File: src/design/rv32i_instruction_decoder_assert.svh
// assertion macros for the rv32i instruction decoder
// the including scope must provide clk_i and rst_ni
`ifndef RV32I_INSTRUCTION_DECODER_ASSERT_SVH
`define RV32I_INSTRUCTION_DECODER_ASSERT_SVH

// same-cycle implication
`define RVDEC_ASSERT_NOW(lbl, ante, cons, msg) \
  lbl: assert property (@(posedge clk_i) disable iff (!rst_ni) (ante) |-> (cons)) \
    else $error(msg);

// next-cycle implication
`define RVDEC_ASSERT_NEXT(lbl, ante, cons, msg) \
  lbl: assert property (@(posedge clk_i) disable iff (!rst_ni) (ante) |=> (cons)) \
    else $error(msg);

`endif

File: src/design/rvdec_pkg.sv
// shared types and encodings for the rv32i instruction decoder
// no dependencies
`default_nettype none

package rvdec_pkg;

  localparam int unsigned WORD_W = 32;
  localparam int unsigned FMT_W  = 3;
  localparam int unsigned IDX_W  = 6;

  typedef enum logic [FMT_W-1:0] {
    FMT_R   = 3'd0,
    FMT_I   = 3'd1,
    FMT_S   = 3'd2,
    FMT_B   = 3'd3,
    FMT_U   = 3'd4,
    FMT_J   = 3'd5,
    FMT_BAD = 3'd6
  } rvdec_fmt_e;

  typedef enum logic [IDX_W-1:0] {
    IDX_LUI   = 6'd0,
    IDX_AUIPC = 6'd1,
    IDX_JAL   = 6'd2,
    IDX_JALR  = 6'd3,
    IDX_BEQ   = 6'd4,
    IDX_BNE   = 6'd5,
    IDX_BLT   = 6'd6,
    IDX_BGE   = 6'd7,
    IDX_BLTU  = 6'd8,
    IDX_BGEU  = 6'd9,
    IDX_LB    = 6'd10,
    IDX_LH    = 6'd11,
    IDX_LW    = 6'd12,
    IDX_LBU   = 6'd13,
    IDX_LHU   = 6'd14,
    IDX_SB    = 6'd15,
    IDX_SH    = 6'd16,
    IDX_SW    = 6'd17,
    IDX_ADDI  = 6'd18,
    IDX_SLTI  = 6'd19,
    IDX_SLTIU = 6'd20,
    IDX_XORI  = 6'd21,
    IDX_ORI   = 6'd22,
    IDX_ANDI  = 6'd23,
    IDX_SLLI  = 6'd24,
    IDX_SRLI  = 6'd25,
    IDX_SRAI  = 6'd26,
    IDX_ADD   = 6'd27,
    IDX_SUB   = 6'd28,
    IDX_SLL   = 6'd29,
    IDX_SLT   = 6'd30,
    IDX_SLTU  = 6'd31,
    IDX_XOR   = 6'd32,
    IDX_SRL   = 6'd33,
    IDX_SRA   = 6'd34,
    IDX_OR    = 6'd35,
    IDX_AND   = 6'd36,
    IDX_NONE  = 6'd37
  } rvdec_idx_e;

  // major opcodes
  localparam logic [6:0] OP_LUI    = 7'h37;
  localparam logic [6:0] OP_AUIPC  = 7'h17;
  localparam logic [6:0] OP_JAL    = 7'h6F;
  localparam logic [6:0] OP_JALR   = 7'h67;
  localparam logic [6:0] OP_BRANCH = 7'h63;
  localparam logic [6:0] OP_LOAD   = 7'h03;
  localparam logic [6:0] OP_STORE  = 7'h23;
  localparam logic [6:0] OP_IMM    = 7'h13;
  localparam logic [6:0] OP_REG    = 7'h33;

  // branch funct3
  localparam logic [2:0] F3_BEQ  = 3'd0;
  localparam logic [2:0] F3_BNE  = 3'd1;
  localparam logic [2:0] F3_BLT  = 3'd4;
  localparam logic [2:0] F3_BGE  = 3'd5;
  localparam logic [2:0] F3_BLTU = 3'd6;
  localparam logic [2:0] F3_BGEU = 3'd7;

  // load / store width funct3
  localparam logic [2:0] F3_BYTE   = 3'd0;
  localparam logic [2:0] F3_HALF   = 3'd1;
  localparam logic [2:0] F3_WORD   = 3'd2;
  localparam logic [2:0] F3_BYTE_U = 3'd4;
  localparam logic [2:0] F3_HALF_U = 3'd5;

  // alu funct3
  localparam logic [2:0] F3_ADD  = 3'd0;
  localparam logic [2:0] F3_SLL  = 3'd1;
  localparam logic [2:0] F3_SLT  = 3'd2;
  localparam logic [2:0] F3_SLTU = 3'd3;
  localparam logic [2:0] F3_XOR  = 3'd4;
  localparam logic [2:0] F3_SR   = 3'd5;
  localparam logic [2:0] F3_OR   = 3'd6;
  localparam logic [2:0] F3_AND  = 3'd7;

  typedef struct packed {
    rvdec_fmt_e        fmt;
    logic [WORD_W-1:0] imm;
    rvdec_idx_e        idx;
  } rvdec_res_t;

endpackage

`default_nettype wire

File: src/design/rvdec_in_if.sv
// request channel carrying one instruction word
// depends on rvdec_pkg
`default_nettype none

interface rvdec_in_if;
  logic                         valid;
  logic                         ready;
  logic [rvdec_pkg::WORD_W-1:0] instr_word;

  modport source (output valid, output instr_word, input ready);
  modport sink (input valid, input instr_word, output ready);
endinterface

`default_nettype wire

File: src/design/rvdec_out_if.sv
// result channel carrying format, immediate and instruction index
// depends on rvdec_pkg
`default_nettype none

interface rvdec_out_if;
  logic                         valid;
  logic                         ready;
  logic [rvdec_pkg::FMT_W-1:0]  format_code;
  logic [rvdec_pkg::WORD_W-1:0] immediate;
  logic [rvdec_pkg::IDX_W-1:0]  instr_index;

  modport source (output valid, output format_code, output immediate, output instr_index,
                  input ready);
  modport sink (input valid, input format_code, input immediate, input instr_index,
                output ready);
endinterface

`default_nettype wire

File: src/design/rvdec_in_stage.sv
// input register: captures the instruction word of each request
// depends on rvdec_pkg and rvdec_in_if
`default_nettype none

module rvdec_in_stage (
  input  wire logic                         clk_i,
  input  wire logic                         rst_ni,
  rvdec_in_if.sink                          req_i,
  input  wire logic                         down_ready_i,
  output logic                              valid_o,
  output logic [rvdec_pkg::WORD_W-1:0]      word_o
);

  logic                         valid_q, valid_d;
  logic [rvdec_pkg::WORD_W-1:0] word_q;
  logic                         take;

  // free slot, or the held word moves on this cycle
  assign req_i.ready = !valid_q || down_ready_i;
  assign take        = req_i.valid && req_i.ready;

  always_comb begin
    valid_d = valid_q;
    if (take) begin
      valid_d = 1'b1;
    end else if (down_ready_i) begin
      valid_d = 1'b0;
    end
  end

  always_ff @(posedge clk_i or negedge rst_ni) begin
    if (!rst_ni) begin
      valid_q <= 1'b0;
    end else begin
      valid_q <= valid_d;
    end
  end

  always_ff @(posedge clk_i) begin
    if (take) begin
      word_q <= req_i.instr_word;
    end
  end

  assign valid_o = valid_q;
  assign word_o  = word_q;

endmodule

`default_nettype wire

File: src/design/rvdec_decode.sv
// decode logic: format, immediate and instruction index of one word
// depends on rvdec_pkg
`default_nettype none

module rvdec_decode (
  input  wire logic [rvdec_pkg::WORD_W-1:0] word_i,
  output rvdec_pkg::rvdec_res_t             res_o
);

  logic [6:0]            opcode;
  logic [2:0]            f3;
  logic                  alt;
  rvdec_pkg::rvdec_fmt_e fmt;
  rvdec_pkg::rvdec_idx_e idx;
  logic [rvdec_pkg::WORD_W-1:0] imm;

  assign opcode = word_i[6:0];
  assign f3     = word_i[14:12];
  assign alt    = word_i[30];

  always_comb begin
    fmt = rvdec_pkg::FMT_BAD;
    idx = rvdec_pkg::IDX_NONE;
    unique case (opcode)
      rvdec_pkg::OP_LUI: begin
        fmt = rvdec_pkg::FMT_U;
        idx = rvdec_pkg::IDX_LUI;
      end
      rvdec_pkg::OP_AUIPC: begin
        fmt = rvdec_pkg::FMT_U;
        idx = rvdec_pkg::IDX_AUIPC;
      end
      rvdec_pkg::OP_JAL: begin
        fmt = rvdec_pkg::FMT_J;
        idx = rvdec_pkg::IDX_JAL;
      end
      // funct3 of jalr is not checked
      rvdec_pkg::OP_JALR: begin
        fmt = rvdec_pkg::FMT_I;
        idx = rvdec_pkg::IDX_JALR;
      end
      rvdec_pkg::OP_BRANCH: begin
        fmt = rvdec_pkg::FMT_B;
        unique case (f3)
          rvdec_pkg::F3_BEQ:  idx = rvdec_pkg::IDX_BEQ;
          rvdec_pkg::F3_BNE:  idx = rvdec_pkg::IDX_BNE;
          rvdec_pkg::F3_BLT:  idx = rvdec_pkg::IDX_BLT;
          rvdec_pkg::F3_BGE:  idx = rvdec_pkg::IDX_BGE;
          rvdec_pkg::F3_BLTU: idx = rvdec_pkg::IDX_BLTU;
          rvdec_pkg::F3_BGEU: idx = rvdec_pkg::IDX_BGEU;
          default:            idx = rvdec_pkg::IDX_NONE;
        endcase
      end
      rvdec_pkg::OP_LOAD: begin
        fmt = rvdec_pkg::FMT_I;
        unique case (f3)
          rvdec_pkg::F3_BYTE:   idx = rvdec_pkg::IDX_LB;
          rvdec_pkg::F3_HALF:   idx = rvdec_pkg::IDX_LH;
          rvdec_pkg::F3_WORD:   idx = rvdec_pkg::IDX_LW;
          rvdec_pkg::F3_BYTE_U: idx = rvdec_pkg::IDX_LBU;
          rvdec_pkg::F3_HALF_U: idx = rvdec_pkg::IDX_LHU;
          default:              idx = rvdec_pkg::IDX_NONE;
        endcase
      end
      rvdec_pkg::OP_STORE: begin
        fmt = rvdec_pkg::FMT_S;
        unique case (f3)
          rvdec_pkg::F3_BYTE: idx = rvdec_pkg::IDX_SB;
          rvdec_pkg::F3_HALF: idx = rvdec_pkg::IDX_SH;
          rvdec_pkg::F3_WORD: idx = rvdec_pkg::IDX_SW;
          default:            idx = rvdec_pkg::IDX_NONE;
        endcase
      end
      rvdec_pkg::OP_IMM: begin
        fmt = rvdec_pkg::FMT_I;
        unique case (f3)
          rvdec_pkg::F3_ADD:  idx = rvdec_pkg::IDX_ADDI;
          rvdec_pkg::F3_SLT:  idx = rvdec_pkg::IDX_SLTI;
          rvdec_pkg::F3_SLTU: idx = rvdec_pkg::IDX_SLTIU;
          rvdec_pkg::F3_XOR:  idx = rvdec_pkg::IDX_XORI;
          rvdec_pkg::F3_OR:   idx = rvdec_pkg::IDX_ORI;
          rvdec_pkg::F3_AND:  idx = rvdec_pkg::IDX_ANDI;
          // only bit 30 of funct7 is looked at for the shifts
          rvdec_pkg::F3_SLL:  idx = alt ? rvdec_pkg::IDX_NONE : rvdec_pkg::IDX_SLLI;
          rvdec_pkg::F3_SR:   idx = alt ? rvdec_pkg::IDX_SRAI : rvdec_pkg::IDX_SRLI;
          default:            idx = rvdec_pkg::IDX_NONE;
        endcase
      end
      rvdec_pkg::OP_REG: begin
        fmt = rvdec_pkg::FMT_R;
        unique case (f3)
          rvdec_pkg::F3_ADD:  idx = alt ? rvdec_pkg::IDX_SUB : rvdec_pkg::IDX_ADD;
          rvdec_pkg::F3_SR:   idx = alt ? rvdec_pkg::IDX_SRA : rvdec_pkg::IDX_SRL;
          rvdec_pkg::F3_SLL:  idx = alt ? rvdec_pkg::IDX_NONE : rvdec_pkg::IDX_SLL;
          rvdec_pkg::F3_SLT:  idx = alt ? rvdec_pkg::IDX_NONE : rvdec_pkg::IDX_SLT;
          rvdec_pkg::F3_SLTU: idx = alt ? rvdec_pkg::IDX_NONE : rvdec_pkg::IDX_SLTU;
          rvdec_pkg::F3_XOR:  idx = alt ? rvdec_pkg::IDX_NONE : rvdec_pkg::IDX_XOR;
          rvdec_pkg::F3_OR:   idx = alt ? rvdec_pkg::IDX_NONE : rvdec_pkg::IDX_OR;
          rvdec_pkg::F3_AND:  idx = alt ? rvdec_pkg::IDX_NONE : rvdec_pkg::IDX_AND;
          default:            idx = rvdec_pkg::IDX_NONE;
        endcase
      end
      default: begin
        fmt = rvdec_pkg::FMT_BAD;
        idx = rvdec_pkg::IDX_NONE;
      end
    endcase
  end

  always_comb begin
    unique case (fmt)
      rvdec_pkg::FMT_I: imm = {{20{word_i[31]}}, word_i[31:20]};
      rvdec_pkg::FMT_S: imm = {{20{word_i[31]}}, word_i[31:25], word_i[11:7]};
      rvdec_pkg::FMT_B: imm = {{20{word_i[31]}}, word_i[7], word_i[30:25], word_i[11:8], 1'b0};
      rvdec_pkg::FMT_U: imm = {word_i[31:12], 12'h000};
      rvdec_pkg::FMT_J: imm = {{12{word_i[31]}}, word_i[19:12], word_i[20], word_i[30:21],
                               1'b0};
      default:          imm = '0;
    endcase
  end

  assign res_o.fmt = fmt;
  assign res_o.imm = imm;
  assign res_o.idx = idx;

endmodule

`default_nettype wire

File: src/design/rvdec_out_stage.sv
// result register: holds one decoded result until the consumer takes it
// depends on rvdec_pkg and rvdec_out_if
`default_nettype none

module rvdec_out_stage (
  input  wire logic                  clk_i,
  input  wire logic                  rst_ni,
  input  wire logic                  valid_i,
  input  rvdec_pkg::rvdec_res_t      res_i,
  output logic                       ready_o,
  rvdec_out_if.source                rsp_o
);

  logic                  valid_q, valid_d;
  rvdec_pkg::rvdec_res_t res_q;

  assign ready_o = !valid_q || rsp_o.ready;

  always_comb begin
    valid_d = valid_q;
    if (ready_o) begin
      valid_d = valid_i;
    end
  end

  always_ff @(posedge clk_i or negedge rst_ni) begin
    if (!rst_ni) begin
      valid_q <= 1'b0;
    end else begin
      valid_q <= valid_d;
    end
  end

  always_ff @(posedge clk_i) begin
    if (valid_i && ready_o) begin
      res_q <= res_i;
    end
  end

  assign rsp_o.valid       = valid_q;
  assign rsp_o.format_code = res_q.fmt;
  assign rsp_o.immediate   = res_q.imm;
  assign rsp_o.instr_index = res_q.idx;

endmodule

`default_nettype wire

File: src/design/rv32i_instruction_decoder.sv
// rv32i instruction decoder top level: input register, decode logic, result register
// depends on rvdec_pkg, rvdec_in_if, rvdec_out_if, rvdec_in_stage, rvdec_decode,
// rvdec_out_stage and rv32i_instruction_decoder_assert.svh
//
//   port    dir  payload                                            per request
//   req_i   in   instr_word[31:0]                                   one word
//   rsp_o   out  format_code[2:0] immediate[31:0] instr_index[5:0]  one result
//
// one request per cycle sustained while rsp_o does not stall; an accepted word is held
// in the input register, decoded, and its result held in the result register for rsp_o
// throughput is set by the two register stages, each refilled every cycle if no stall
// reset clears only the valid flags of both stages, payload registers are not reset
// a stall on rsp_o fills the result register, then the input register, then drops ready
`default_nettype none
`include "rv32i_instruction_decoder_assert.svh"

module rv32i_instruction_decoder (
  input  wire logic   clk_i,
  input  wire logic   rst_ni,
  rvdec_in_if.sink    req_i,
  rvdec_out_if.source rsp_o
);

  logic                         stage_valid;
  logic [rvdec_pkg::WORD_W-1:0] stage_word;
  logic                         out_ready;
  rvdec_pkg::rvdec_res_t        dec_res;

  rvdec_in_stage u_in_stage (
    .clk_i        (clk_i),
    .rst_ni       (rst_ni),
    .req_i        (req_i),
    .down_ready_i (out_ready),
    .valid_o      (stage_valid),
    .word_o       (stage_word)
  );

  rvdec_decode u_decode (
    .word_i (stage_word),
    .res_o  (dec_res)
  );

  rvdec_out_stage u_out_stage (
    .clk_i   (clk_i),
    .rst_ni  (rst_ni),
    .valid_i (stage_valid),
    .res_i   (dec_res),
    .ready_o (out_ready),
    .rsp_o   (rsp_o)
  );

  `RVDEC_ASSERT_NEXT(a_stage_advance, stage_valid && out_ready, rsp_o.valid,
                     "decoded word did not reach the result register")
  `RVDEC_ASSERT_NOW(a_no_imm_for_r, rsp_o.valid &&
                    (rsp_o.format_code == rvdec_pkg::FMT_R ||
                     rsp_o.format_code == rvdec_pkg::FMT_BAD),
                    rsp_o.immediate == '0, "nonzero immediate for R or invalid format")
  `RVDEC_ASSERT_NOW(a_bad_has_no_index, rsp_o.valid && rsp_o.format_code == rvdec_pkg::FMT_BAD,
                    rsp_o.instr_index == rvdec_pkg::IDX_NONE,
                    "instruction index given for an invalid format")
  `RVDEC_ASSERT_NOW(a_u_low_zero, rsp_o.valid && rsp_o.format_code == rvdec_pkg::FMT_U,
                    rsp_o.immediate[11:0] == 12'h000, "U immediate low bits not zero")

endmodule

`default_nettype wire
File: src/flat_wrapper.sv
// flat-port wrapper written by rule: the top's interface ports become plain ports
module rv32i_instruction_decoder_flat 
  (clk_i, rst_ni, req_i_valid, req_i_instr_word, req_i_ready, rsp_o_valid, rsp_o_format_code, rsp_o_immediate, rsp_o_instr_index, rsp_o_ready);
  rvdec_in_if req_i_i ();
  rvdec_out_if rsp_o_i ();
  input  wire logic clk_i;
  input  wire logic rst_ni;
  input wire logic [$bits(req_i_i.valid)-1:0] req_i_valid;
  input wire logic [$bits(req_i_i.instr_word)-1:0] req_i_instr_word;
  output wire logic [$bits(req_i_i.ready)-1:0] req_i_ready;
  output wire logic [$bits(rsp_o_i.valid)-1:0] rsp_o_valid;
  output wire logic [$bits(rsp_o_i.format_code)-1:0] rsp_o_format_code;
  output wire logic [$bits(rsp_o_i.immediate)-1:0] rsp_o_immediate;
  output wire logic [$bits(rsp_o_i.instr_index)-1:0] rsp_o_instr_index;
  input wire logic [$bits(rsp_o_i.ready)-1:0] rsp_o_ready;
  assign req_i_i.valid = req_i_valid;
  assign req_i_i.instr_word = req_i_instr_word;
  assign req_i_ready = req_i_i.ready;
  assign rsp_o_valid = rsp_o_i.valid;
  assign rsp_o_format_code = rsp_o_i.format_code;
  assign rsp_o_immediate = rsp_o_i.immediate;
  assign rsp_o_instr_index = rsp_o_i.instr_index;
  assign rsp_o_i.ready = rsp_o_ready;
  rv32i_instruction_decoder u_core (.clk_i(clk_i), .rst_ni(rst_ni), .req_i(req_i_i), .rsp_o(rsp_o_i));
endmodule
File: config.mk
export PLATFORM = sky130hd
export DESIGN_NAME = rv32i_instruction_decoder_flat
export DESIGN_NICKNAME = d
export VERILOG_FILES = /design/src/design/rvdec_pkg.sv /design/src/design/rvdec_in_if.sv /design/src/design/rvdec_out_if.sv /design/src/design/rvdec_in_stage.sv /design/src/design/rvdec_decode.sv /design/src/design/rvdec_out_stage.sv /design/src/design/rv32i_instruction_decoder.sv /design/src/flat_wrapper.sv
export VERILOG_INCLUDE_DIRS = /design/src /design/src/design
export SDC_FILE = /design/constraint.sdc
export NUM_CORES = 1
export LEC_CHECK = 0
export BUFFER_PORTS_ARGS = -buffer_cell sky130_fd_sc_hd__buf_2
export CORE_AREA = 3 3 88 90
export DETAILED_ROUTE_END_ITERATION = 10
export DIE_AREA = 0 0 91 93
export HOLD_SLACK_MARGIN = 0.02
export PLACE_DENSITY = 0.71
export SYNTH_ARGS = -nofsm -noshare
export SYNTH_HDL_FRONTEND = slang
export SYNTH_SLANG_ARGS = --single-unit
File: constraint.sdc
create_clock -name clk_i -period 1.8 [get_ports clk_i]
set_input_delay 0.27 -clock clk_i [delete_from_list [all_inputs] [get_ports clk_i]]
set_output_delay 0.27 -clock clk_i [all_outputs]
set_load 0.02 [all_outputs]
### Yosys cells after proc, flatten, opt, wreduce, memory -nomap -nowiden

Cells that the tools add are included.

| word-level totals | value |
|---|---|
| bits in registers | 75 |
| output and inout bits | 43 |

| cells by class | value |
|---|---|
| equal/unequal tests | 21 |
| mux-type cells | 20 |
| reduce and logical (&&, ||, !) cells | 10 |

Operator list:

| kind | number |
|---|---|
| one-hot mux 32 bit (5 select lines) | 1 |
| one-hot mux 6 bit (8 select lines) | 2 |
| one-hot mux 6 bit (9 select lines) | 1 |
| one-hot mux 6 bit (6 select lines) | 1 |
| one-hot mux 6 bit (5 select lines) | 1 |
| two-way mux 6 bit | 4 |
| == test 7 x 6 -> 1 bit, second input constant | 3 |
| == test 7 bit, second input constant | 3 |
| == test 3 bit, second input constant | 6 |
| one-hot mux 3 bit (6 select lines) | 1 |
| one-hot mux 6 bit (3 select lines) | 1 |
| == test 7 x 5 -> 1 bit, second input constant | 2 |
| == test 3 x 2 -> 1 bit, second input constant | 4 |
| two-way mux 3 bit | 3 |
| == test 7 x 2 -> 1 bit, second input constant | 1 |
| == test 3 x 1 -> 1 bit, second input constant | 2 |
| two-way mux 2 bit | 2 |
| logical NOT 3 bit | 1 |
| two-way mux 1 bit | 3 |
| OR reduction 3 bit | 1 |
| logical AND 1 bit | 2 |
| logical NOT 1 bit | 2 |
| logical OR 1 bit | 2 |
| nonzero test 2 bit | 1 |
| OR reduction 2 bit | 1 |

### Logic depth before layout (Yosys ltp)

Gate-level depths: netlist of run 1.

| depth | value |
|---|---|
| depth after elaboration | 5 |
| gate-level depth with buffers | 7 |

### Hierarchy

A second synthesis of run 1 with hierarchy kept.

| second synthesis, totals | value |
|---|---|
| cells, all modules | 245 |
| area, all modules | 3,379.5 µm² |

By module, submodules not included:

| module | instances | cells an instance | area each (µm²) | seq. area each (µm²) |
|---|---|---|---|---|
| rvdec_out_stage | 1 | 45 | 1,285.0 | 1,256.2 |
| rvdec_decode | 1 | 164 | 1,079.8 | 0.0 |
| rvdec_in_stage | 1 | 36 | 1,014.7 | 985.9 |

### Worst setup path after synthesis of run 1

OpenSTA, ideal clock, no wires.

| timing | value |
|---|---|
| path type | register to register |
| from | reg u_core.u_out_stage.valid_q (netlist: u_core.u_out_stage.rsp_o.valid) |
| to | reg u_core.u_out_stage.res_q, in the netlist u_core.u_out_stage.rsp_o.format_code[0] (enable) |
| data arrival time | 1,570 ps |
| data required time | 1,398 ps |
| setup slack | -172 ps |
| stages on the path, launching flop included | 3 |
| buffers on the path | 0 |
| path through | dfrtp_1 nand2b_1 and2_1 |

| between the ends | value |
|---|---|
| cells in the longest elaborated chain, start to end | 3 |

RTL lines:

| what | line | source |
|---|---|---|
| start, declared | rvdec_out_stage.sv:14 | `logic valid_q, valid_d;` |
| start signal, assigned | rvdec_out_stage.sv:30 | `valid_q <= valid_d;` |
| logical NOT 1 bit | rvdec_out_stage.sv:17 | `assign ready_o = !valid_q \|\| rsp_o.ready;` |
| logical OR 1 bit | rvdec_out_stage.sv:17 |  |
| logical AND 1 bit | rvdec_out_stage.sv:35 | `if (valid_i && ready_o) begin` |
| end signal, assigned | rvdec_out_stage.sv:36 | `res_q <= res_i;` |
| end, declared | rvdec_out_stage.sv:15 | `rvdec_pkg::rvdec_res_t res_q;` |

Every way passes these cells.
A chain may end at the register's enable or synchronous reset.

==> out/results.tsv, run 1 <==
metric	value	unit
status	finished with violations	
violations	negative setup slack	
die_h	93	um
clock_latency	0.35	ns
critPathKind	reg2reg	
overflow	0	
die_width	91	um
worstSetupStartpointType	flip-flop	
holdWs	0.0861	ns
drc	0	
numCtsBuffers	9	
max_freq	0.545	GHz
hpwl	5330	um
synth_warnings	0	
nFillCells	637	
syn-cell-area	3370	um2
synth_fp_nets	273	
fin_crit_sh	102	%
layout.nets	373	
diodes	0	
netlist-cell-type-count	60	
synth.yosys.seq_area_share	66.5	%
yosys_most_used_dff	edfxtp_1	
antenna_found_initial	0	
fin_crit	1.83	ns
grt_first_pass_wirelength	12000	um
cts_sinks	75	
grt_pass1_vias	2329	
synth_edf_count	73	
p_leak	1.78	nW
cts_root_buf	clkbuf_8	
cts_htree_levels	3	
hold_class	in2reg	
ir_worst_vdd	0.481	mV
drt-total-wl	7660	um
core	7140	um2
hold_viol_final	0	
synth_seq_cells	75	
setup_viol	1	
vias	2382	
fin_skew	0.0111	ns
port_buffers	78	
drt_iter0_markers	200	
slew_viol_final	0	
drive_gt1_share	40.1	%
end_kind	flip-flop	
gr-usage-all-layers	18.4	%
avgSynthCellArea	14.2	um2
clock_path_buffers	2	
power_density	902	nW/um2
fin_util	59.5	%
antenna_left	0	
initial_core_util	47.2	%
place.gp.congestion	0.908	
area_growth	26.0	%
cp.required	2.01	ns
total_power	3.83	mW
cts.clk_slew.worst_paths	0.09	ns
fin_ws	-0.0338	ns
vias_per_cell	5.40	
row_count	31	
pin_count	79	
rsz0062_at_grt	yes	
async_reset_ff_share	2.67	%
tightest_slew	0.744	ns
worst_slew_margin_rel	50.4	%
synthCells	237	
die_area	8460	um2
path_max_fanout	13	
dr.pass1.iters	4	
cp.arrival	2.04	ns
drv_cap	0	
cts_tree	yes	
tns	-0.0338	ns
grt_start_max_net_pins	33	
avgRoutedWirePerCell	17.4	um
[where the power goes]
part / internal (mW) / switching [mW] / total (mW)
Sequential: 2.05 / 0.0518 / 2.10
Combinational: 0.178 / 0.293 / 0.470
Clock: 0.539 / 0.722 / 1.26
Total: 2.76 / 1.07 / 3.83
[state kept, by name (all words and copies together), names as in the netlist]
register,flops
u_core.u_out_stage.rsp_o.valid,1
u_core.u_out_stage.rsp_o.immediate,32
u_core.u_in_stage.word_o,32
u_core.u_out_stage.rsp_o.format_code,3
u_core.u_out_stage.rsp_o.instr_index,6
u_core.u_in_stage.valid_o,1
[metrics by stage]
| step | std cells | worst slack (ns) | cell area, um2 |
|---|---|---|---|
| 6_report | 441 | -0.0338 | 4250 |
| 5_1_grt | 441 | -0.0987 | 4250 |
| 4_1_cts | 439 | 0.0553 | 4200 |
| 3_5_place_dp | 422 | 0.0684 | 4000 |
| 3_3_place_gp | 422 | 0.0550 | 4000 |
| 2_1_floorplan | 237 | 0.114 | 3370 |
[critical path, cell delays in order (launching register included)]
cell       delay [ns]
edfxtp_1         0.44
buf_4            0.22
or2_2            0.35
a2111oi_1        0.42
o21ai_0          0.15
nand4_1          0.12
[layer usage]
layer | vias up | wire length, um | GRT usage, %
li1 | 1132 | - | -
met1 | 1144 | 3360 | 25.1
met2 | 94 | 3670 | 28.5
met3 | 12 | 474 | 4.83
met4 | 0 | 143 | 6.53
met5 | - | 0 | 0
[cells in the final DEF, fill, tap and decap left out, types with 2 or more instances in the layout]
cell type,netlist,routed
and2_2,0,2
buf_12,0,2
and3_1,2,2
nor4b_1,3,2
nand4_1,3,3
o22ai_1,2,2
a22o_1,4,4
xor2_1,2,2
nand4b_1,2,2
nand3b_1,2,2
a21oi_1,5,5
or4_1,3,3
a21o_1,20,20
buf_2,8,79
o211ai_1,4,4
edfxtp_1,73,73
inv_6,0,3
nand2b_1,8,8
clkbuf_8,0,9
and2_1,8,6
dfrtp_1,2,2
nand2_1,9,8
a32oi_1,2,2
mux2i_1,2,2
nor2_1,9,8
inv_1,4,4
o21bai_1,2,2
nor2b_1,5,5
buf_4,2,24
xnor2_1,3,3
nand3_1,4,4
o21ai_0,6,6
[cell type report]
cell class	count	area, um2	area share, %
sequential	75	2240	52.8
multi-input combinational	141	1040	24.6
timing repair buffer	106	626	14.7
clock buffer	9	124	2.92
tap	99	124	2.92
clock inverter	7	70.1	1.65
inverter	4	15.0	0.354
[final timing paths]
| path | cells after the start | slack (ns) | to | startpoint |
|---|---|---|---|---|
| min in group asynchronous | 2 | 0.25 | u_core.u_in_stage.valid_o$_DFFE_PN0P_ | rst_ni |
| min reg2reg | 1 | 0.51 | u_core.u_out_stage.rsp_o.valid$_DFFE_PN0P_ | u_core.u_in_stage.valid_o$_DFFE_PN0P_ |
| max reg2reg | 5 | -0.03 | u_core.u_out_stage.rsp_o.instr_index[0]$_DFFE_PP_ | u_core.u_in_stage.word_o[6]$_DFFE_PP_ |
| max in group asynchronous | 2 | 1.46 | u_core.u_out_stage.rsp_o.valid$_DFFE_PN0P_ | rst_ni |
| max | 5 | -0.03 | u_core.u_out_stage.rsp_o.instr_index[0]$_DFFE_PP_ | u_core.u_in_stage.word_o[6]$_DFFE_PP_ |
| min | 1 | 0.09 | u_core.u_in_stage.word_o[30]$_DFFE_PP_ | req_i_instr_word[30] |
[logic make-up after synthesis]
group | Yosys count | share of synthesized area, %
flip-flops | 75 | 66.5
AO/OA/AOI/OAI | 67 | 15.7
AND/OR/NAND/NOR | 66 | 12.0
buffers and inverters | 21 | 3.53
XOR/XNOR | 5 | 1.30
multiplexers | 2 | 0.594
adder cells (fa/ha/maj) | 1 | 0.297
[cell usage after synthesis, types with 2 or more instances]
| cell type | instances | area (um2) |
|---|---|---|
| a22o_1 | 4 | 35.0 |
| a32oi_1 | 2 | 17.5 |
| nand2_1 | 9 | 33.8 |
| o211ai_1 | 4 | 30.0 |
| buf_2 | 8 | 40.0 |
| and3_1 | 2 | 12.5 |
| inv_1 | 4 | 15.0 |
| nor4b_1 | 3 | 26.3 |
| buf_4 | 2 | 15.0 |
| clkbuf_1 | 3 | 11.3 |
| xnor2_1 | 3 | 26.3 |
| xor2_1 | 2 | 17.5 |
| nand3_1 | 4 | 20.0 |
| and3b_1 | 2 | 17.5 |
| o21bai_1 | 2 | 15.0 |
| or4_1 | 3 | 22.5 |
| a21o_1 | 20 | 150 |
| a21oi_1 | 5 | 25.0 |
| dfrtp_1 | 2 | 50.1 |
| nor2b_1 | 5 | 31.3 |
| nor2_1 | 9 | 33.8 |
| nand4b_1 | 2 | 17.5 |
| nand4_1 | 3 | 18.8 |
| and2_1 | 8 | 50.1 |
| o21ai_0 | 6 | 30.0 |
| buf_6 | 3 | 33.8 |
| mux2i_1 | 2 | 20.0 |
| edfxtp_1 | 73 | 2190 |
| a2111oi_0 | 2 | 17.5 |
| nand3b_1 | 2 | 15.0 |
| o22ai_1 | 2 | 12.5 |
| nand2b_1 | 8 | 50.1 |
[timing repair]
item,CTS,global route
hold buffers,1,0
gates resized for setup,0,9
hold endpoints to repair,2,0
setup buffers,0,2
setup endpoints to repair,0,10
Note: power is estimated with default switching activity, not from simulation.
==> inputs of run 2 (changes only) <==
GPL_TIMING_DRIVEN = 0   (was unset)
==> out/results.tsv, run 2 (synthesis results as in run 1) <==
metric	value	unit	change
core	7140	um2	unchanged
end_kind	flip-flop		unchanged
worst_slew_margin_rel	38.8	%	was 50.4%
final_common_cell	buf_2		unchanged
fin_crit_sh	98.4	%	was 102%
reg2reg_setup_slack	0.03	ns	was -0.03 ns
area_growth	30.6	%	was 26.0%
avgRoutedWirePerCell	17.0	um	was 17.4 um
drc	0		unchanged
status	completed		was finished with violations
diodes	0		unchanged
switchingPower	988	uW	was 1.07 mW
final_cell_mix	buf_2 (83), edfxtp_1 (73), buf_4 (21)		was buf_2 (79), edfxtp_1 (73), buf_4 (24)
dr.pass1.iters	5		was 4
tightest_slew	0.917	ns	was 0.744 ns
antenna_left	0		unchanged
crit_buf_inv	0		was 1
p_seq_share	52.1	%	was 54.8%
stdcell_count	448		was 441
grt_pass1_vias	2283		was 2329
ir_worst_vdd	0.552	mV	was 0.481 mV
path_max_fanout	6		was 13
clock_path_buffers	2		unchanged
drt-total-wl	7630	um	was 7660 um
row_count	31		unchanged
r2r_cells	4		was 5
fin_skew	0.0125	ns	was 0.0111 ns
hold_viol_final	0		unchanged
p_leak	1.85	nW	was 1.78 nW
cts_tree	yes		unchanged
clock_latency	0.35	ns	about the same
fin_crit	1.77	ns	was 1.83 ns
cts_sinks	75		unchanged
die_width	91	um	unchanged
drt_iter0_markers	329		was 200
gr-usage-all-layers	17.9	%	was 18.4%
hp-start	req_i_instr_word[23]		was req_i_instr_word[30]
slew_viol_final	0		unchanged
die_h	93	um	unchanged
swShare	24.6	%	was 27.9%
cts.clk_slew.worst_paths	0.08	ns	was 0.09 ns
grt_start_max_net_pins	42		was 33
cts_htree_levels	3		unchanged
rsz0062_at_grt	yes		unchanged
overflow	0		unchanged
numCtsBuffers	9		unchanged
power_density	912	nW/um2	was 902 nW/um2
grt_first_pass_wirelength	11600	um	was 12000 um
layout.nets	380		was 373
worstSetupStartpointType	flip-flop		unchanged
total_power	4.01	mW	was 3.83 mW
drive_gt1_share	43.0	%	was 40.1%
cp_slowest_cell	or4_1		was edfxtp_1
reg2reg_to	u_core.u_out_stage.rsp_o.instr_index[5]$_DFFE_PP_		was u_core.u_out_stage.rsp_o.instr_index[0]$_DFFE_PP_
initial_core_util	47.2	%	unchanged
crit_end	u_core.u_out_stage.rsp_o.instr_index[5]$_DFFE_PP_		was u_core.u_out_stage.rsp_o.instr_index[0]$_DFFE_PP_
place_ws	-0.167	ns	was 0.0684 ns
hpwl	5090	um	was 5330 um
cts_root_buf	clkbuf_8		unchanged
critical_path_depth	4		was 5
fin_util	61.7	%	was 59.5%
critPathMaxStageDelay	0.53	ns	was 0.44 ns
combinationalPowerShare	12.7	%	was 12.3%
cp.arrival	1.95	ns	was 2.04 ns
pin_count	79		unchanged
drv_cap	0		unchanged
place.gp.congestion	0.922		was 0.908
critPathKind	reg2reg		unchanged
crit_start	u_core.u_in_stage.word_o[3]$_DFFE_PP_		was u_core.u_in_stage.word_o[6]$_DFFE_PP_
vias_per_cell	5.38		was 5.40
fin_ws	0.0295	ns	was -0.0338 ns
intPower	3.02	mW	was 2.76 mW
die_area	8460	um2	unchanged
r2r-start	u_core.u_in_stage.word_o[3]$_DFFE_PP_		was u_core.u_in_stage.word_o[6]$_DFFE_PP_
holdWs	0.0918	ns	was 0.0861 ns
cp.required	1.98	ns	was 2.01 ns
vias	2411		was 2382
clkPwrFrac	35.1	%	was 32.9%
cp_top_family	simple AND/OR/NAND/NOR gates		was compound AO/OA/AOI/OAI gates
hold_class	in2reg		unchanged
critical_path.cell_chain	and3b_2, nand2_2, or4_1, o211ai_1		was buf_4, or2_2, a2111oi_1, o21ai_0, nand4_1
max_freq	0.565	GHz	was 0.545 GHz
dp_cells	414		was 422
port_buffers	78		unchanged
setup_viol	0		was 1
antenna_found_initial	0		unchanged
## run 2: worst register-to-register path, stage by stage (launching register included)
cell and delay, ns:
edfxtp_1 0.49, and3b_2 0.36, nand2_2 0.13, or4_1 0.53
o211ai_1 0.11
## run 2: worst min-delay path by stage
stage	endpoint	slack, ns	cells past startpoint
2_1_floorplan	u_core.u_in_stage.valid_o$_DFFE_PN0P_	-0.03	0
3_3_place_gp	u_core.u_out_stage.rsp_o.valid$_DFFE_PN0P_	0.06	1
3_5_place_dp	u_core.u_out_stage.rsp_o.valid$_DFFE_PN0P_	0.06	1
4_1_cts	u_core.u_in_stage.word_o[26]$_DFFE_PP_	0.08	1
5_1_grt	u_core.u_in_stage.word_o[26]$_DFFE_PP_	0.08	1
6_report	u_core.u_in_stage.word_o[23]$_DFFE_PP_	0.09	1
## run 2: stage by stage
| step | TNS [ns] | instance area, um2 |
|---|---|---|
| 2_1_floorplan | 0 | 3370 |
| 3_3_place_gp | -1.16 | 3890 |
| 3_5_place_dp | -1.53 | 3890 |
| 4_1_cts | -0.0808 | 4190 |
| 5_1_grt | -0.0874 | 4400 |
| 6_report | 0 | 4400 |
## run 2: layout make-up
type / count / area (um2)
fillers: 580 / 2740
flip-flops and latches: 75 / 2240
multi-input cells: 141 / 1150
repair buffers: 98 / 543
clock buffers: 10 / 128
well taps: 99 / 124
plain buffers: 15 / 110
clock inverters: 6 / 90.1
inverters: 4 / 15.0
## run 2: layer usage
metal  track usage, %  wire length, um  vias to the layer above
met5                0                0                        -
met1             24.3             3220                     1154
met3             3.86              506                       12
met2             27.4             3780                      104
met4             8.79              124                        0
li1                 -                -                     1141
## run 2: timing repair
action                                  4_1_cts  5_1_grt
setup buffers                                 5       14
endpoints found under the setup margin       31       18
gates cloned                                  0        0
pin swaps                                     2       10
hold endpoints to repair                      2        0
resized for setup                             9       30
hold buffers                                  1        0
## run 2: power by group through the flow
stage / clock network (mW) / registers [mW] / logic [mW]
floorplan: 0 / 2.20 / 0.202
global placement: 0 / 2.13 / 0.431
detailed placement: 0 / 2.13 / 0.435
CTS: 1.43 / 2.09 / 0.458
global route: 1.51 / 2.10 / 0.548
finish: 1.41 / 2.09 / 0.510
